`config.mk`:
```
export PLATFORM = sky130hd
export DESIGN_NAME = depl_resp
export DESIGN_NICKNAME = d
export VERILOG_FILES = /design/src/rtl/core/depl_pkg.sv /design/src/rtl/core/depl_resp.sv
export SDC_FILE = /design/constraint.sdc
export NUM_CORES = 1
export LEC_CHECK = 0
export BUFFER_PORTS_ARGS = -buffer_cell sky130_fd_sc_hd__buf_2
export CAP_MARGIN = 40
export CORE_UTILIZATION = 40
export CTS_CLUSTER_DIAMETER = 150
export DETAILED_ROUTE_END_ITERATION = 16
export GPL_ROUTABILITY_DRIVEN = 0
export PLACE_DENSITY = 0.7
export SETUP_SLACK_MARGIN = 0.3
export SYNTH_ARGS = -nofsm -noshare
export SYNTH_HDL_FRONTEND = slang
export SYNTH_SLANG_ARGS = --single-unit
```
`constraint.sdc`:
```
create_clock -name clk -period 1.8 [get_ports clk]
set_input_delay 0.27 -clock clk [delete_from_list [all_inputs] [get_ports clk]]
set_output_delay 0.27 -clock clk [all_outputs]
set_load 0.02 [all_outputs]
```
`src/rtl/core/depl_pkg.sv`:
```
// Package for the double-ended position list: request and response types,
// command and status codes, and shared constants. No dependencies.
package depl_pkg;

	// Default number of entries held by the list.
	localparam int unsigned CAPACITY_DEF = 256;

	// Field widths fixed by the interface.
	localparam int unsigned COORD_W = 8;
	localparam int unsigned INDEX_W = 8;
	localparam int unsigned SIZE_W  = 9;
	localparam int unsigned CMD_W   = 3;
	localparam int unsigned STAT_W  = 2;

	// Command codes; code 7 is unused and acts as no operation.
	typedef enum logic [CMD_W-1:0] {
		CMD_INS_HEAD = 3'd0,
		CMD_INS_TAIL = 3'd1,
		CMD_REM_HEAD = 3'd2,
		CMD_REM_TAIL = 3'd3,
		CMD_RD_HEAD  = 3'd4,
		CMD_RD_TAIL  = 3'd5,
		CMD_RD_IDX   = 3'd6
	} cmd_t;

	// Status codes returned with every response.
	typedef enum logic [STAT_W-1:0] {
		ST_OK    = 2'd0,
		ST_FULL  = 2'd1,
		ST_EMPTY = 2'd2,
		ST_RANGE = 2'd3
	} stat_t;

	// One stored entry.
	typedef struct packed {
		logic [COORD_W-1:0] x;
		logic [COORD_W-1:0] y;
		logic [COORD_W-1:0] sym;
	} entry_t;

	localparam int unsigned ENTRY_W = $bits(entry_t);

	// Request payload.
	typedef struct packed {
		logic [CMD_W-1:0]   command;
		logic [COORD_W-1:0] in_x;
		logic [COORD_W-1:0] in_y;
		logic [COORD_W-1:0] in_symbol;
		logic [INDEX_W-1:0] index;
	} req_t;

	// Response payload.
	typedef struct packed {
		logic [COORD_W-1:0] out_x;
		logic [COORD_W-1:0] out_y;
		logic [COORD_W-1:0] out_symbol;
		logic [SIZE_W-1:0]  size;
		logic [STAT_W-1:0]  status;
	} rsp_t;

	// Memory port controls.
	typedef struct packed {
		logic wr_en;
		logic rd_en;
	} mem_ctl_t;

	// What a request leaves for the response stage while the read is in flight.
	typedef struct packed {
		logic              rd_ok;
		logic [SIZE_W-1:0] size;
		stat_t             status;
	} info_t;

endpackage

```
`src/rtl/core/depl_resp.sv`:
```
// Response path: holds request info while the memory read completes, then
// forms the response in an output register. Depends on depl_pkg.
module depl_resp (
	input  logic             clk,
	input  logic             arst_n,
	input  logic             accept,
	input  depl_pkg::info_t  info,
	input  depl_pkg::entry_t rdata,
	output logic             can_accept,
	output logic             rsp_valid,
	input  logic             rsp_ready,
	output depl_pkg::rsp_t   rsp
);

	logic            valid_s1;
	depl_pkg::info_t info_s1;
	logic            advance;
	logic            out_valid_q;
	depl_pkg::rsp_t  rsp_q;

	// Move the read stage forward whenever the output register is free.
	assign advance    = valid_s1 && (!out_valid_q || rsp_ready);
	assign can_accept = !valid_s1 || advance;

	// Read stage control.
	always_ff @(posedge clk or negedge arst_n) begin
		if (!arst_n) begin
			valid_s1 <= 1'b0;
		end else if (accept) begin
			valid_s1 <= 1'b1;
		end else if (advance) begin
			valid_s1 <= 1'b0;
		end
	end

	// Read stage payload.
	always_ff @(posedge clk) begin
		if (accept) begin
			info_s1 <= info;
		end
	end

	// Output register control.
	always_ff @(posedge clk or negedge arst_n) begin
		if (!arst_n) begin
			out_valid_q <= 1'b0;
		end else if (advance) begin
			out_valid_q <= 1'b1;
		end else if (rsp_ready) begin
			out_valid_q <= 1'b0;
		end
	end

	// Output register payload; entry fields are zero unless a read succeeded.
	always_ff @(posedge clk) begin
		if (advance) begin
			rsp_q.out_x      <= info_s1.rd_ok ? rdata.x   : '0;
			rsp_q.out_y      <= info_s1.rd_ok ? rdata.y   : '0;
			rsp_q.out_symbol <= info_s1.rd_ok ? rdata.sym : '0;
			rsp_q.size       <= info_s1.size;
			rsp_q.status     <= info_s1.status;
		end
	end

	assign rsp_valid = out_valid_q;
	assign rsp       = rsp_q;

endmodule

```
-- Word-level counts from Yosys, hierarchy flattened
Cells that the tools add are included.
- bits in registers: 49
- bits of input ports: 40
- output and inout bits: 37
- logic and storage cells: 21
- muxes and demuxes: 4
- reduce and logical (&&, ||, !) cells: 7
- operator list (kind ; number):
    $mux 1 ; 4
    $reduce_bool 2->1 ; 2
    $logic_not 1->1 ; 2
    $logic_or 1x1->1 ; 2
    $logic_and 1x1->1 ; 1

-- Depth between registers and ports, before layout
- word-level depth: 5
- gate-level depth with buffers: 2
- mapped depth without buffers: 2

-- Worst setup path before layout
OpenSTA, ideal clock, no wires.
- path kind: register to register
- from: register out_valid_q (netlist: rsp_valid)
- to: register rsp_q (netlist bit rsp[0]) (enable)
- library setup time: 395 ps
- data arrival time: 1431 ps
- data required time: 1405 ps
- path slack: -26 ps
- cell stages (with the launch flop): 3
- buffers on the path: 0
- clock period less this slack: 1826 ps
- cell sequence: dfrtp_1 > nand2b_1 > and2_1
- cells in the longest elaborated chain, start to end: 3
- ends and longest elaborated chain (item ; line ; text):
    from (decl) ; depl_resp.sv:18 ; logic out_valid_q;
    from (signal assigned) ; depl_resp.sv:46 ; out_valid_q <= 1'b0;
    from (signal assigned) ; depl_resp.sv:48 ; out_valid_q <= 1'b1;
    from (signal assigned) ; depl_resp.sv:50 ; out_valid_q <= 1'b0;
    $logic_not 1->1 ; depl_resp.sv:22 ; assign advance = valid_s1 && (!out_valid_q || rsp_ready);
    $logic_or 1x1->1 ; depl_resp.sv:22 ;
    $logic_and 1x1->1 ; depl_resp.sv:22 ;
    net advance ; depl_resp.sv:17 ; logic advance;
    to (decl) ; depl_resp.sv:19 ; depl_pkg::rsp_t rsp_q;
The timed path passes the listed nets, and every way through them passes these cells.
A chain may end at the register's enable or synchronous reset.

-- Worst setup path after layout
- from: register out_valid_q (netlist: rsp_valid)
- to: output can_accept
- cells in the longest elaborated chain, start to end: 4
- ends and longest elaborated chain (item ; line ; text):
    $logic_not 1->1 ; depl_resp.sv:22 ;
    $logic_or 1x1->1 ; depl_resp.sv:22 ;
    $logic_and 1x1->1 ; depl_resp.sv:22 ;
    $logic_or 1x1->1 ; depl_resp.sv:23 ; assign can_accept = !valid_s1 || advance;
    to (decl) ; depl_resp.sv:9 ; output logic can_accept,
Every way passes these cells.

==> key figures <==
Power
  • Cell Pwr Density: roughly 1000 nW/µm²
  • Max IR drop VDD: between 0.5 and 0.6 mV
  • Leak: about 0.00093 µW

Synthesis
  • Synth top area share: a little over four fifths
  • Register bit total from synthesis: between 40 and 50
  • Post-synth top cells: edfxtp_1, and2_2, and2_1
  • Synthesized cell area: 1700 µm²
  • Synth top area cells: edfxtp_1, and2_2, dfrtp_1
  • Top FF cell, synth: edfxtp_1
  • Cell variety after synth: 9
  • Syn nets: roughly 120
  • Largest family of logic cells by synthesized area: simple AND/OR/NAND/NOR gates
  • Area leader, netlist: edfxtp_1
  • Synth Area in Simple Gates: between 10 and 15%
  • Mean post-synth cell area: roughly 21 µm²
  • Synth Area in Adders: 0%
  • Synth Area in Compound Gates: less than 1%
  • Post-synth EDFFs: 47
  • Mux contribution to synthesized area: 0%
  • XOR/XNOR share of the synthesized area: 0%
  • Top-count cell post-synth: edfxtp_1
  • Sequential area share after synthesis: between 80 and 90%
  • Cell count after synthesis: 81
  • Yosys warning total: 0
  • Post-synth ARST share: under 10%

Layout
  • Fraction of layout cells with a size suffix above 1: between 60% and 70%
  • Final core occ: between 50% and 60%
  • Final net count: around 200
  • Filler Cells Inserted: roughly 360
  • Area grow syn2layout: 31.1%
  • ANT cells: 0

Clock tree
  • Clock Sinks: 49
  • H-tree depth: 2
  • Clock root buffer: clkbuf_8
  • CTS tree: done
  • Post-CTS sizing: 0
  • Skew-Pair Late Insertion Delay: slightly below 0.3 ns
  • Buffers from clock root to sink, at most: 2
  • Num CTS Buffers: 5
  • Worst-path clk slew: 0.07 ns

Worst setup path
  • CP max stage cell: dfrtp_1
  • Crit Path Category: reg -> out
  • CP delay by family, top: flip-flops
  • CP Launch Type: register
  • Worst EP required: 1.53 ns
  • Bufs and invs on worst path: 1
  • Arrival time of the worst setup path: about 1.1 ns
  • CP max FO: 3
  • Largest stage delay, worst path: between 0.3 and 0.4 ns
  • CP cell instances: nor2b_1, nand2_1, buf_2
  • Crit. End Element: primary output

STA
  • FMAX: 756 MHz
  • Setup TNS: 0 ns
  • Worst-Margin Slew: 0.509 ns
  • Fin crit share: 73.4%
  • Fin worst setup slack: 0.478 ns
  • Hold Fails Final Rpt: 0
  • RSZ-0062 raised after global routing: no
  • Clock Skews: between 0.007 and 0.008 ns
  • Max-slew violations: 0
  • Fin crit period: ~1.3 ns
  • # setup viols final: 0
  • Slew HR: 66.1%

Placement
  • Hpwl dp: approximately 2000 µm
  • Post-Place Worst Slack: 0.502 ns
  • Port bufs: 76

GRT
  • GRT Resource Usage Total: about an eighth
  • First-pass GRT wire length: between 3000 and 4000 µm
  • Largest net degree at the start of global routing: 28
  • GRT overflow: 0
  • Initial antenna violation count: 0
  • Vias in the first global route: between 800 and 900

Routing
  • Final wirelength: around 2700 µm
  • Per-cell routed wire length: 12.6 µm
  • Routed vias: 943
  • Post-route ant nets: 0
  • Post-route DRC: 0
  • Initial drt markers: 45
  • First-pass DRT Iterations: 4
  • Via density: between 4 and 5

Floorplanning
  • I/O pins: 77
  • Die W: between 60 and 70 µm
  • Placement Rows: 23
  • Core area: slightly above 4000 µm²
  • Die area: 4500 µm²
  • Die Height: roughly 67 µm
  • Initial core utilization: about 42%

Status
  • Outcome: completed

Worst hold path
  • Worst min-delay path category: in -> reg

Flow run
  • Max cap viols: 0
-- repair_timing --
item / CTS / global route
hold buffers: 1 / 0
hold endpoints to repair: 2 / 0
buffers inserted: 0 / 0
endpoints found under the setup margin: 0 / 0
-- cell type report --
cell class                      instances  area, µm²  area share (%)
Tap cell                               50       62.6            2.81
Clock buffer                            6       72.6            3.26
Sequential cell                        49       1460            65.7
Timing Repair Buffer                   78        410            18.5
Clock inverter                          1       3.75           0.169
Multi-Input combinational cell         30        213            9.57
-- power breakdown --
group          switching [µW]  total [µW]  internal [µW]
sequential               30.2        1390           1360
clock                     306         568            262
combinational             162         272            110
total                     499        2230           1730
-- metrics by stage --
stage	std cells	hold slack [ns]	area, µm²	total power (µW)
after floorplan	81	-0.0256	1700	1570
after global placement	206	0.0540	2140	1680
after detailed placement	206	0.0615	2140	1700
after CTS	214	0.142	2220	2260
after global routing	214	0.137	2220	2340
final	214	0.156	2220	2230
-- path summary, 6_finish.rpt --
check,from,endpoint,slack (ns),depth (start not counted)
setup / recovery,rsp_valid$_DFFE_PN0P_,can_accept,0.48,3
hold / removal,info[0],info_s1[0]$_DFFE_PP_,0.16,1
setup reg to reg,rsp_valid$_DFFE_PN0P_,rsp[9]$_DFFE_PP_,0.50,3
hold reg to reg,info_s1[5]$_DFFE_PP_,rsp[5]$_DFFE_PP_,0.42,0
max in group asynchronous,arst_n,valid_s1$_DFFE_PN0P_,1.40,2
min in group asynchronous,arst_n,rsp_valid$_DFFE_PN0P_,0.30,2
-- flip-flops by register name (all words and copies together) (netlist names) --
register	flops
info_s1	12
rsp	35
rsp_valid	1
valid_s1	1
-- placed cells by master (no fill, tap or decap) --
master and n:
nand2_1 1, clkinv_1 1, nand2b_1 2, clkbuf_1 1
clkbuf_8 5, dlygate4sd3_1 1, buf_2 76, a21o_1 1
and2_2 21, dfrtp_1 2, buf_12 1, edfxtp_1 47
and2_1 4, nor2b_1 1
-- metal layers --
layer  share of wire [%]  GRT usage (%)  wire [µm]
met3                  14           7.19        372
met5                   0              0          0
met1                  42           14.2       1120
met4                 1.9           7.98         51
met2                  43           18.3       1150
-- logic make-up after synthesis --
group / after synthesis
AOI/OAI and AO/OA: 1
buffers and inverters: 2
DFF: 49
and+or+nand+nor: 29
(Power assumes the default switching activity.)
