--- config.mk ---
export PLATFORM = sky130hd
export DESIGN_NAME = depl_ctrl
export DESIGN_NICKNAME = d
export VERILOG_FILES = /design/src/rtl/core/depl_pkg.sv /design/src/rtl/core/depl_ctrl.sv
export SDC_FILE = /design/constraint.sdc
export NUM_CORES = 1
export LEC_CHECK = 0
export ABC_AREA = 1
export BUFFER_PORTS_ARGS = -buffer_cell sky130_fd_sc_hd__buf_2
export CORE_ASPECT_RATIO = 1.75
export CORE_UTILIZATION = 25
export CTS_CLUSTER_DIAMETER = 40
export DETAILED_ROUTE_END_ITERATION = 12
export GPL_ROUTABILITY_DRIVEN = 0
export GPL_TIMING_DRIVEN = 0
export REMOVE_ABC_BUFFERS = 1
export SLEW_MARGIN = 20
export SYNTH_ARGS = -nofsm -noshare
export SYNTH_HDL_FRONTEND = slang
export SYNTH_SLANG_ARGS = --single-unit
--- constraint.sdc ---
create_clock -name clk -period 5.8 [get_ports clk]
set_input_delay 1.74 -clock clk [delete_from_list [all_inputs] [get_ports clk]]
set_output_delay 1.74 -clock clk [all_outputs]
set_load 0.03 [all_outputs]
--- src/rtl/core/depl_pkg.sv ---
// Package for the double-ended position list: request and response types,
// command and status codes, and shared constants. No dependencies.
package depl_pkg;

	// Default number of entries held by the list.
	localparam int unsigned CAPACITY_DEF = 256;

	// Field widths fixed by the interface.
	localparam int unsigned COORD_W = 8;
	localparam int unsigned INDEX_W = 8;
	localparam int unsigned SIZE_W  = 9;
	localparam int unsigned CMD_W   = 3;
	localparam int unsigned STAT_W  = 2;

	// Command codes; code 7 is unused and acts as no operation.
	typedef enum logic [CMD_W-1:0] {
		CMD_INS_HEAD = 3'd0,
		CMD_INS_TAIL = 3'd1,
		CMD_REM_HEAD = 3'd2,
		CMD_REM_TAIL = 3'd3,
		CMD_RD_HEAD  = 3'd4,
		CMD_RD_TAIL  = 3'd5,
		CMD_RD_IDX   = 3'd6
	} cmd_t;

	// Status codes returned with every response.
	typedef enum logic [STAT_W-1:0] {
		ST_OK    = 2'd0,
		ST_FULL  = 2'd1,
		ST_EMPTY = 2'd2,
		ST_RANGE = 2'd3
	} stat_t;

	// One stored entry.
	typedef struct packed {
		logic [COORD_W-1:0] x;
		logic [COORD_W-1:0] y;
		logic [COORD_W-1:0] sym;
	} entry_t;

	localparam int unsigned ENTRY_W = $bits(entry_t);

	// Request payload.
	typedef struct packed {
		logic [CMD_W-1:0]   command;
		logic [COORD_W-1:0] in_x;
		logic [COORD_W-1:0] in_y;
		logic [COORD_W-1:0] in_symbol;
		logic [INDEX_W-1:0] index;
	} req_t;

	// Response payload.
	typedef struct packed {
		logic [COORD_W-1:0] out_x;
		logic [COORD_W-1:0] out_y;
		logic [COORD_W-1:0] out_symbol;
		logic [SIZE_W-1:0]  size;
		logic [STAT_W-1:0]  status;
	} rsp_t;

	// Memory port controls.
	typedef struct packed {
		logic wr_en;
		logic rd_en;
	} mem_ctl_t;

	// What a request leaves for the response stage while the read is in flight.
	typedef struct packed {
		logic              rd_ok;
		logic [SIZE_W-1:0] size;
		stat_t             status;
	} info_t;

endpackage

--- src/rtl/core/depl_ctrl.sv ---
// Command decode with the head pointer and count registers; computes the
// memory slot for each request. Depends on depl_pkg.
module depl_ctrl #(
	parameter int unsigned CAPACITY = depl_pkg::CAPACITY_DEF,
	parameter int unsigned PTR_W    = $clog2(CAPACITY),
	parameter int unsigned CNT_W    = $clog2(CAPACITY + 1)
) (
	input  logic               clk,
	input  logic               arst_n,
	input  depl_pkg::req_t     req,
	input  logic               accept,
	output depl_pkg::mem_ctl_t mem_ctl,
	output logic [PTR_W-1:0]   mem_addr,
	output depl_pkg::entry_t   mem_wdata,
	output depl_pkg::info_t    info
);

	localparam int unsigned CMP_W = (CNT_W > depl_pkg::INDEX_W) ? CNT_W : depl_pkg::INDEX_W;

	logic [PTR_W-1:0] head_q;
	logic [CNT_W-1:0] count_q;
	logic [PTR_W-1:0] head_nx;
	logic [CNT_W-1:0] count_nx;
	logic [PTR_W-1:0] head_dec;
	logic [PTR_W-1:0] head_inc;
	logic [PTR_W-1:0] pos;
	logic [PTR_W:0]   slot_sum;
	logic [PTR_W-1:0] slot;
	logic             use_dec;
	logic             wr;
	logic             rd;
	logic             full;
	logic             empty;
	depl_pkg::stat_t  status;

	assign full  = (count_q == CNT_W'(CAPACITY));
	assign empty = (count_q == '0);

	// Head pointer steps with wrap at the capacity.
	assign head_dec = (head_q == '0) ? PTR_W'(CAPACITY - 1) : head_q - PTR_W'(1);
	assign head_inc = (head_q == PTR_W'(CAPACITY - 1)) ? '0 : head_q + PTR_W'(1);

	// Slot of a position from the head; both terms are below the capacity.
	assign slot_sum = {1'b0, head_q} + {1'b0, pos};
	assign slot     = (slot_sum >= (PTR_W+1)'(CAPACITY))
		? PTR_W'(slot_sum - (PTR_W+1)'(CAPACITY)) : PTR_W'(slot_sum);

	// Decode the command into state updates and at most one memory access.
	always_comb begin
		head_nx  = head_q;
		count_nx = count_q;
		pos      = '0;
		use_dec  = 1'b0;
		wr       = 1'b0;
		rd       = 1'b0;
		status   = depl_pkg::ST_OK;
		case (depl_pkg::cmd_t'(req.command))
			depl_pkg::CMD_INS_HEAD: begin
				if (full) begin
					status = depl_pkg::ST_FULL;
				end else begin
					head_nx  = head_dec;
					count_nx = count_q + CNT_W'(1);
					use_dec  = 1'b1;
					wr       = 1'b1;
				end
			end
			depl_pkg::CMD_INS_TAIL: begin
				if (full) begin
					status = depl_pkg::ST_FULL;
				end else begin
					pos      = PTR_W'(count_q);
					count_nx = count_q + CNT_W'(1);
					wr       = 1'b1;
				end
			end
			depl_pkg::CMD_REM_HEAD: begin
				if (empty) begin
					status = depl_pkg::ST_EMPTY;
				end else begin
					head_nx  = head_inc;
					count_nx = count_q - CNT_W'(1);
				end
			end
			depl_pkg::CMD_REM_TAIL: begin
				if (empty) begin
					status = depl_pkg::ST_EMPTY;
				end else begin
					count_nx = count_q - CNT_W'(1);
				end
			end
			depl_pkg::CMD_RD_HEAD: begin
				if (empty) begin
					status = depl_pkg::ST_EMPTY;
				end else begin
					rd = 1'b1;
				end
			end
			depl_pkg::CMD_RD_TAIL: begin
				if (empty) begin
					status = depl_pkg::ST_EMPTY;
				end else begin
					pos = PTR_W'(count_q - CNT_W'(1));
					rd  = 1'b1;
				end
			end
			depl_pkg::CMD_RD_IDX: begin
				if (CMP_W'(req.index) >= CMP_W'(count_q)) begin
					status = depl_pkg::ST_RANGE;
				end else begin
					pos = PTR_W'(req.index);
					rd  = 1'b1;
				end
			end
			default: begin
			end
		endcase
	end

	// Memory access happens only for an accepted request.
	assign mem_ctl.wr_en = wr & accept;
	assign mem_ctl.rd_en = rd & accept;
	assign mem_addr      = use_dec ? head_dec : slot;
	assign mem_wdata     = '{x: req.in_x, y: req.in_y, sym: req.in_symbol};

	assign info.rd_ok  = rd;
	assign info.size   = depl_pkg::SIZE_W'(count_nx);
	assign info.status = status;

	// Pointer and count registers.
	always_ff @(posedge clk or negedge arst_n) begin
		if (!arst_n) begin
			head_q  <= '0;
			count_q <= '0;
		end else if (accept) begin
			head_q  <= head_nx;
			count_q <= count_nx;
		end
	end

endmodule

After elaboration in Yosys (flattened, before gate mapping):

Cells that the tools add are included.

* reduce and logical (&&, ||, !) cells: 9
* multiplexer cells: 24
* equality and inequality tests: 10
* add/sub/neg operators: 6
* bitwise operators: 2
* magnitude comparators: 2

Operators with widths (number)
* 8-bit two-way mux: 9
* 8-bit one-hot mux with 3 select lines: 1
* 9-bit two-way mux: 2
* 9-bit one-hot mux with 2 select lines: 1
* 8-bit one-hot mux with 2 select lines: 1
* 8-bit by 1-bit subtractor with 8-bit output, second input constant: 2
* 8-bit by 8-bit adder with 9-bit output: 1
* 9-bit by 1-bit adder with 9-bit output, second input constant: 1
* 3-bit == test, second input constant: 3
* 9-bit == test, second input constant: 1
* 8-bit by 9-bit greater-or-equal comparator with 1-bit output: 1
* 9-bit greater-or-equal comparator, second input constant: 1
* 9-bit logical NOT: 1
* 9-bit by 1-bit subtractor with 9-bit output, second input constant: 1
* 8-bit by 1-bit adder with 8-bit output, second input constant: 1
* 8-bit == test, second input constant: 1
* 8-bit logical NOT: 1
* 3-bit by 2-bit == test with 1-bit output, second input constant: 2
* 1-bit two-way mux: 6
* 2-bit one-hot mux with 3 select lines: 1
* 2-bit OR reduction: 3
* 2-bit two-way mux: 2
* 2-bit inequality test, second input constant: 2
* 4-bit AND reduction: 1
* 6 further kinds: 7

* register bits after elaboration: 17

Depth between registers and ports, before layout:

Gate-level depths: netlist of the first run.

* word-level depth: 7
* mapped depth: 23

Least setup slack after synthesis of the first run:

OpenSTA, ideal clock, no wires.

* path type: in2out
* from: input port req[6] in the netlist's numbering
* to: output port mem_addr[6]
* slack: -0.360 ns
* required time: 4.060 ns
* buffers on the path: 0
* cell stages on the path: 17
* arrival time: 4.420 ns
* cells stage by stage: ha_1 a21o_1 a21oi_1 nand2_1 nor3_2 inv_2 o211ai_1 ha_1 inv_1 fa_1 o21ai_0 a21oi_1 nor2_1 nor2_1 xnor2_1 nand2_1 nand2_1

* cells in the longest elaborated chain, start to end: 7

RTL lines
* start: declaration: line depl_ctrl.sv:10 `input depl_pkg::req_t req,`
* 8-bit by 9-bit greater-or-equal comparator with 1-bit output: line depl_ctrl.sv:108 `if (CMP_W'(req.index) >= CMP_W'(count_q)) begin`
* 8-bit two-way mux (*): line depl_ctrl.sv:108
* 8-bit one-hot mux with 3 select lines (*): line depl_ctrl.sv:57 `case (depl_pkg::cmd_t'(req.command))`
* 8-bit by 8-bit adder with 9-bit output (*): line depl_ctrl.sv:44 `assign slot_sum = {1'b0, head_q} + {1'b0, pos};`
* 8-bit by 1-bit subtractor with 8-bit output / 9-bit greater-or-equal comparator (equally long branches): line depl_ctrl.sv:46, depl_ctrl.sv:45
* 8-bit two-way mux (*): line depl_ctrl.sv:46 `? PTR_W'(slot_sum - (PTR_W+1)'(CAPACITY)) : PTR_W'(slot_sum);`
* 8-bit two-way mux (*): line depl_ctrl.sv:123 `assign mem_addr = use_dec ? head_dec : slot;`
* end: declaration: line depl_ctrl.sv:13 `output logic [PTR_W-1:0] mem_addr,`

Every way passes the cells marked *; elsewhere a longest branch is shown, timed or not.

Worst setup path after layout of the first run:

* from: input port req[7] in the netlist's numbering
* to: output port mem_addr[7]

The elaborated chain is that of the path after synthesis.

==> reports/results.tsv, run 1 <==
metric	value	unit
synth unique cells	37	
largest net degree at the start of global routing	18	
Die Y	136	um
setup TNS	-1.44	ns
final worst-path setup slack	-0.339	ns
core footprint	9910	sq um
YS warnings	0	
die area	10700	sq um
Clock Root Buffer	clkbuf_16	
I/O pin count	84	
first-pass GRT wire length	14600	um
Reg clk slew, reported paths	0.06	ns
DR pass1 iterations	6	
Worst Clk Skew	0.00345	ns
Row Count	48	
1st-iter DRT viols	214	
CP Launch Type	primary input	
Skew-Pair Late Insertion Delay	0.26	ns
I/O Buffers	35	
slew at the pin with the worst max-slew slack	0.474	ns
GRT Resource Usage Total	17.8	%
Tightest Hold Check Type	flip-flop to flip-flop	
CP Class	primary input to output port	
status	finished, violations left	
Yosys reg bits	17	
worst endpoint required time	4.06	ns
chip width	78.7	um
commonest non-fill, non-tap cell in the layout	nand2_1	
drt total wl	9560	um
Sequential cell area	425	sq um
filler instances	1047	
Initial Utilization	26.0	%
nets	496	
most frequent cells in the layout	83 x nand2_1, 37 x nor2_1, 29 x inv_1, 29 x buf_4, 23 x inv_2	
post-route ant nets	0	
Fin. Hold Viols	0	
fin crit period	6.14	ns
vias per std cell	5.21	
failing checks	setup timing	
Area Overhead vs Synth	30.8	%
cell area after synthesis	2570	sq um
RSZ-0062 raised after global routing	yes	
Rel. slew slack	68.3	%
global route overflow	0	
ant diodes	0	
fraction of layout cells with a size suffix above 1	35.5	%
Slew Limit Fails	0	
DRC	0	
clk sink count	17	
CP endpoint kind	output port	
initial antenna violation count	0	
number of CTS-inserted buffers	3	
Crit Path Max Fanout	3	
CTS tree	yes	
Avg Inst Size Synth	6.40	sq um
Power, Total	1.45	mW
utilization after layout	34.0	%
H-Tree Depth	1	
Final period util	106	%
post-synthesis sequential area ratio	16.5	%
hold buffer count at cts	0	
Power Dens Cells	430	nW/um^2
footprint of the multi-input gates	2010	sq um
final setup fails	6	
vias	2914	
clk buf depth	2	
LEAKAGE	1.55	nW
vias in the first global route	2915	
Worst EP arrival	4.40	ns
wire per inst	17.1	um
detailed placement HPWL	7100	um
# Max-Cap Violations	0	
fmax	163	MHz
Syn Inst Count	402	
peak supply drop	0.000192	V
worst paths after layout:
| kind | start | to | slack, ns | depth (start not counted) |
|---|---|---|---|---|
| worst max-delay path | req[7] | mem_addr[7] | -0.34 | 24 |
| worst min-delay path | count_q[7] | count_q[7] | 0.64 | 2 |
| worst max register to register | count_q[0] | head_q[5] | 3.16 | 12 |
| worst min register to register | count_q[7] | count_q[7] | 0.64 | 2 |
| max in group asynchronous | arst_n | count_q[8] | 4.04 | 1 |
| min in group asynchronous | arst_n | count_q[5] | 1.43 | 1 |
what timing repair did:
item / in CTS / in global routing
pin swaps: 37 / 35
cloned: 0 / 0
setup buffers: 22 / 11
setup endpoints to repair: 7 / 7
gates resized for setup: 61 / 33
worst max-delay path, cell delays in order:
cell     delay, ns
buf_8         0.10
ha_4          0.25
inv_2         0.04
nor2_4        0.09
and3_4        0.18
nand2_2       0.06
buf_4         0.13
buf_4         0.12
buf_4         0.12
buf_4         0.12
buf_4         0.12
buf_4         0.12
buf_4         0.12
buf_4         0.12
buf_4         0.12
buf_4         0.12
nand4_1       0.14
nand3_2       0.11
nand2_1       0.07
nand3_1       0.07
nand2_1       0.07
nand2_1       0.06
nand2_2       0.08
buf_6         0.12
sequential cells by signal, indices dropped and copies added, names as in the netlist:
name	count
head_q	8
count_q	9
report_power, final:
| group | switching, mW | internal (mW) | total [mW] |
|---|---|---|---|
| clock | 0.0569 | 0.0928 | 0.150 |
| sequential | 0.0839 | 0.158 | 0.242 |
| combinational | 0.652 | 0.406 | 1.06 |
| total | 0.792 | 0.657 | 1.45 |
per-layer routing:
layer / GRT usage [%] / wire length (um) / vias up
li1: - / - / 1367
met3: 4.09 / 535 / 43
met1: 18.6 / 3550 / 1344
met2: 31.2 / 4910 / 160
met4: 11.3 / 560 / 0
met5: 2.50 / 0 / -
per-stage QoR:
step	worst slack (ns)	hold slack (ns)	cell area (sq um)	cells
CTS	-0.385	0.638	3160	550
global route	-0.540	0.683	3370	559
detailed placement	-0.992	0.626	2650	526
floorplan	-0.364	0.556	2320	366
finish	-0.339	0.641	3370	559
global placement	-0.921	0.606	2650	526
kinds of logic after synthesis:
logic type               count (synthesis)  synth area share, %
AND/OR/NAND/NOR                        182                 31.5
buffers and inverters                   89                 17.6
AO/OA/AOI/OAI                           76                 17.7
adder cells (fa/ha/maj)                 23                 11.5
flip-flops                              17                 16.5
XOR/XNOR                                14                 4.76
multiplexers                             1                0.389
cell usage after synthesis (all sizes together):
cell type	number	share of area (%)
nand2	97	14
inv	53	7.7
nor2	42	6.9
o21ai	38	7.4
buf	33	9.4
nand3	26	5.6
ha	22	11
a21oi	17	4.0
dfrtp	17	17
nor3	9	2.6
o221ai	9	3.1
xor2	9	3.1
nand4	5	1.2
xnor2	5	1.7
a31oi	4	0.97
o211ai	4	1.2
clkbuf	3	0.44
a22oi	2	0.58
a21o	1	0.29
and3	1	0.24
fa	1	0.78
mux2i	1	0.39
nor4	1	0.24
o22ai	1	0.24
or2	1	0.24
layout make-up:
cell class | instances | share of cell area, %
Clock buffer | 3 | 2.23
Clock inverter | 1 | 0.149
Inverter | 53 | 5.98
Multi-Input combinational cell | 296 | 59.8
Sequential cell | 17 | 12.6
Tap cell | 125 | 4.65
Timing Repair Buffer | 64 | 14.6
Power figures use the tool's default switching activity.
==> inputs of run 2 (changes only) <==
==> constraint.sdc (replaced) <==
create_clock -name clk -period 5.8 [get_ports clk]
set_input_delay 1.16 -clock clk [delete_from_list [all_inputs] [get_ports clk]]
set_output_delay 1.16 -clock clk [all_outputs]
set_load 0.03 [all_outputs]
==> run 2 against run 1 <==
Against the previous run:
- the run now ends clean
- setup slack better by 0.71 ns
- non-clock buffer count is 29 lower
- worst hold slack better by 0.0025 ns
- sequential share of layout area is 2.9 points higher
- cell area is 19% lower
- routed wire length is 11% lower
- register-to-register slack better by 0.16 ns
- via count is 7.0% lower
- core utilization is 6.4 points lower
- critical path depth is 5 lower
- clock power hardly changed
- largest cell class unchanged
- highest routed layer unchanged
==> reports/results.tsv, run 2 (synthesis gave the netlist of run 1 again) <==
metric	value	unit
first-pass GRT wire length	13500	um
Final Non-Filler Cells	530	
Worst Clk Skew	0.00301	ns
post-route ant nets	0	
clk buf depth	2	
clk sink count	17	
Rel. slew slack	63.4	%
max FFs per register	9	
fraction of layout cells with a size suffix above 1	18.0	%
Internal	0.518	mW
H-Tree Depth	1	
CP most frequent cell	nand2_1	
fmax	184	MHz
Reg clk slew, reported paths	0.06	ns
Logic pwr share	68.5	%
I/O pin count	84	
Tightest Hold Check Type	flip-flop to flip-flop	
worst hold margin	0.643	ns
Reg with most FFs	count_q	
placed cell count	526	
peak supply drop	0.000171	V
core footprint	9910	sq um
CTS tree	yes	
top flop regs	count_q (9), head_q (8)	
drt total wl	8490	um
detailed placement HPWL	7100	um
final worst-path setup slack	0.369	ns
# Post-CTS Setup Buffers	0	
Power Dens Cells	444	nW/um^2
final setup fails	0	
DR pass1 iterations	4	
DRC	0	
CP Class	primary input to output port	
I/O Buffers	35	
CP Launch Type	primary input	
largest net degree at the start of global routing	18	
commonest non-fill, non-tap cell in the layout	nand2_1	
nets	467	
crit-path cells	buf_2, ha_1, a21o_1, a21oi_1, nand2_1, nor3_4, inv_2, o211ai_1, ha_1, inv_1, fa_1, o21ai_1, a21oi_1, nor2_1, nor2_1, xnor2_1, nand2_1, nand2_1, buf_2	
worst endpoint required time	4.64	ns
vias in the first global route	2747	
Psw	0.697	mW
Area Overhead vs Synth	6.37	%
Crit Path Max Fanout	7	
Slowest Stage Delay on Critical Path	0.40	ns
vias	2710	
Die Y	136	um
Final period util	93.6	%
initial antenna violation count	0	
Skew-Pair Late Insertion Delay	0.26	ns
die area	10700	sq um
slew at the pin with the worst max-slew slack	0.545	ns
vias per std cell	5.11	
most frequent cells in the layout	94 x nand2_1, 38 x nor2_1, 36 x inv_1, 35 x buf_2, 23 x nand3_1	
global route overflow	0	
GRT Resource Usage Total	16.6	%
Slew Limit Fails	0	
LEAKAGE	1.35	nW
CP endpoint kind	output port	
Row Count	48	
RSZ-0062 raised after global routing	no	
number of CTS-inserted buffers	3	
Clock Root Buffer	clkbuf_16	
Clk pwr share	12.1	%
crit path max-delay cell type	fa_1	
sw frac	57.4	%
1st-iter DRT viols	186	
filler instances	1109	
Initial Utilization	26.0	%
fin crit period	5.43	ns
ant diodes	0	
Worst EP arrival	4.27	ns
Fin. Hold Viols	0	
pre-CTS WS	0.168	ns
# Max-Cap Violations	0	
Flop pwr share	19.4	%
Power, Total	1.21	mW
setup TNS	0	ns
chip width	78.7	um
status	complete, no violations	
wire per inst	16.0	um
-- run 2: cell count changes in the layout (fill, tap and decap cells not counted), moves of 7 or more --
cell / before / now
buf_6: 11 / 0
ha_4: 9 / 0
inv_1: 29 / 36
buf_2: 21 / 35
ha_1: 11 / 22
buf_4: 29 / 0
a21oi_1: 7 / 14
nand2_2: 13 / 3
nand2_1: 83 / 94
-- run 2: critical path: cells and delay by family --
family / cells / cell delay (ns)
AO/OA/AOI/OAI: 5 / 0.89
XOR/XNOR: 1 / 0.13
adder cells (fa/ha/maj): 3 / 0.91
buffers and inverters: 4 / 0.48
AND/OR/NAND/NOR: 6 / 0.71
-- run 2: path summary, 6_finish.rpt --
kind / from / endpoint / slack (ns) / depth (start not counted)
worst max-delay path: req[6] / mem_addr[6] / 0.37 / 19
worst min-delay path: count_q[7] / count_q[7] / 0.64 / 2
worst max register to register: count_q[0] / head_q[5] / 3.32 / 12
worst min register to register: count_q[7] / count_q[7] / 0.64 / 2
max in group asynchronous: arst_n / count_q[8] / 4.62 / 1
min in group asynchronous: arst_n / count_q[5] / 0.85 / 1
-- run 2: repair_timing --
| action | CTS | global route |
|---|---|---|
| resized for setup | 0 | 2 |
| hold buffers | 0 | 0 |
| endpoints found under the setup margin | 0 | 1 |
| endpoints found under the hold margin | 0 | 0 |
-- run 2: through the flow --
step	util, %	area [sq um]
after CTS	27.6	2730
after detailed placement	26.8	2650
after global placement	26.8	2650
after global routing	27.6	2740
final	27.6	2740
after floorplan	-	2320
-- run 2: cell type report --
cell class | count | area [sq um] | area share [%]
Clock inverter | 1 | 5.00 | 0.183
Inverter | 53 | 199 | 7.27
Sequential cell | 17 | 425 | 15.5
Multi-Input combinational cell | 296 | 1700 | 62.2
Tap cell | 125 | 156 | 5.71
Clock buffer | 3 | 75.1 | 2.74
Timing Repair Buffer | 35 | 175 | 6.40
-- run 2: power groups by stage --
stage               sequential (mW)  clock (mW)  combinational [mW]
finish                        0.236       0.147               0.832
global route                  0.244       0.157               0.926
CTS                           0.235       0.153               0.830
detailed placement            0.237           0               0.828
global placement              0.236           0               0.812
floorplan                     0.215           0               0.616
-- run 2: per-layer routing --
layer	part of all wire, %	wire length [um]	up-vias	track usage [%]
met5	0	0	-	2.50
met4	6.0	508	0	10.8
met3	5.3	452	35	3.89
met2	51	4320	127	29.2
met1	38	3200	1229	17.1
li1	-	-	1319	-
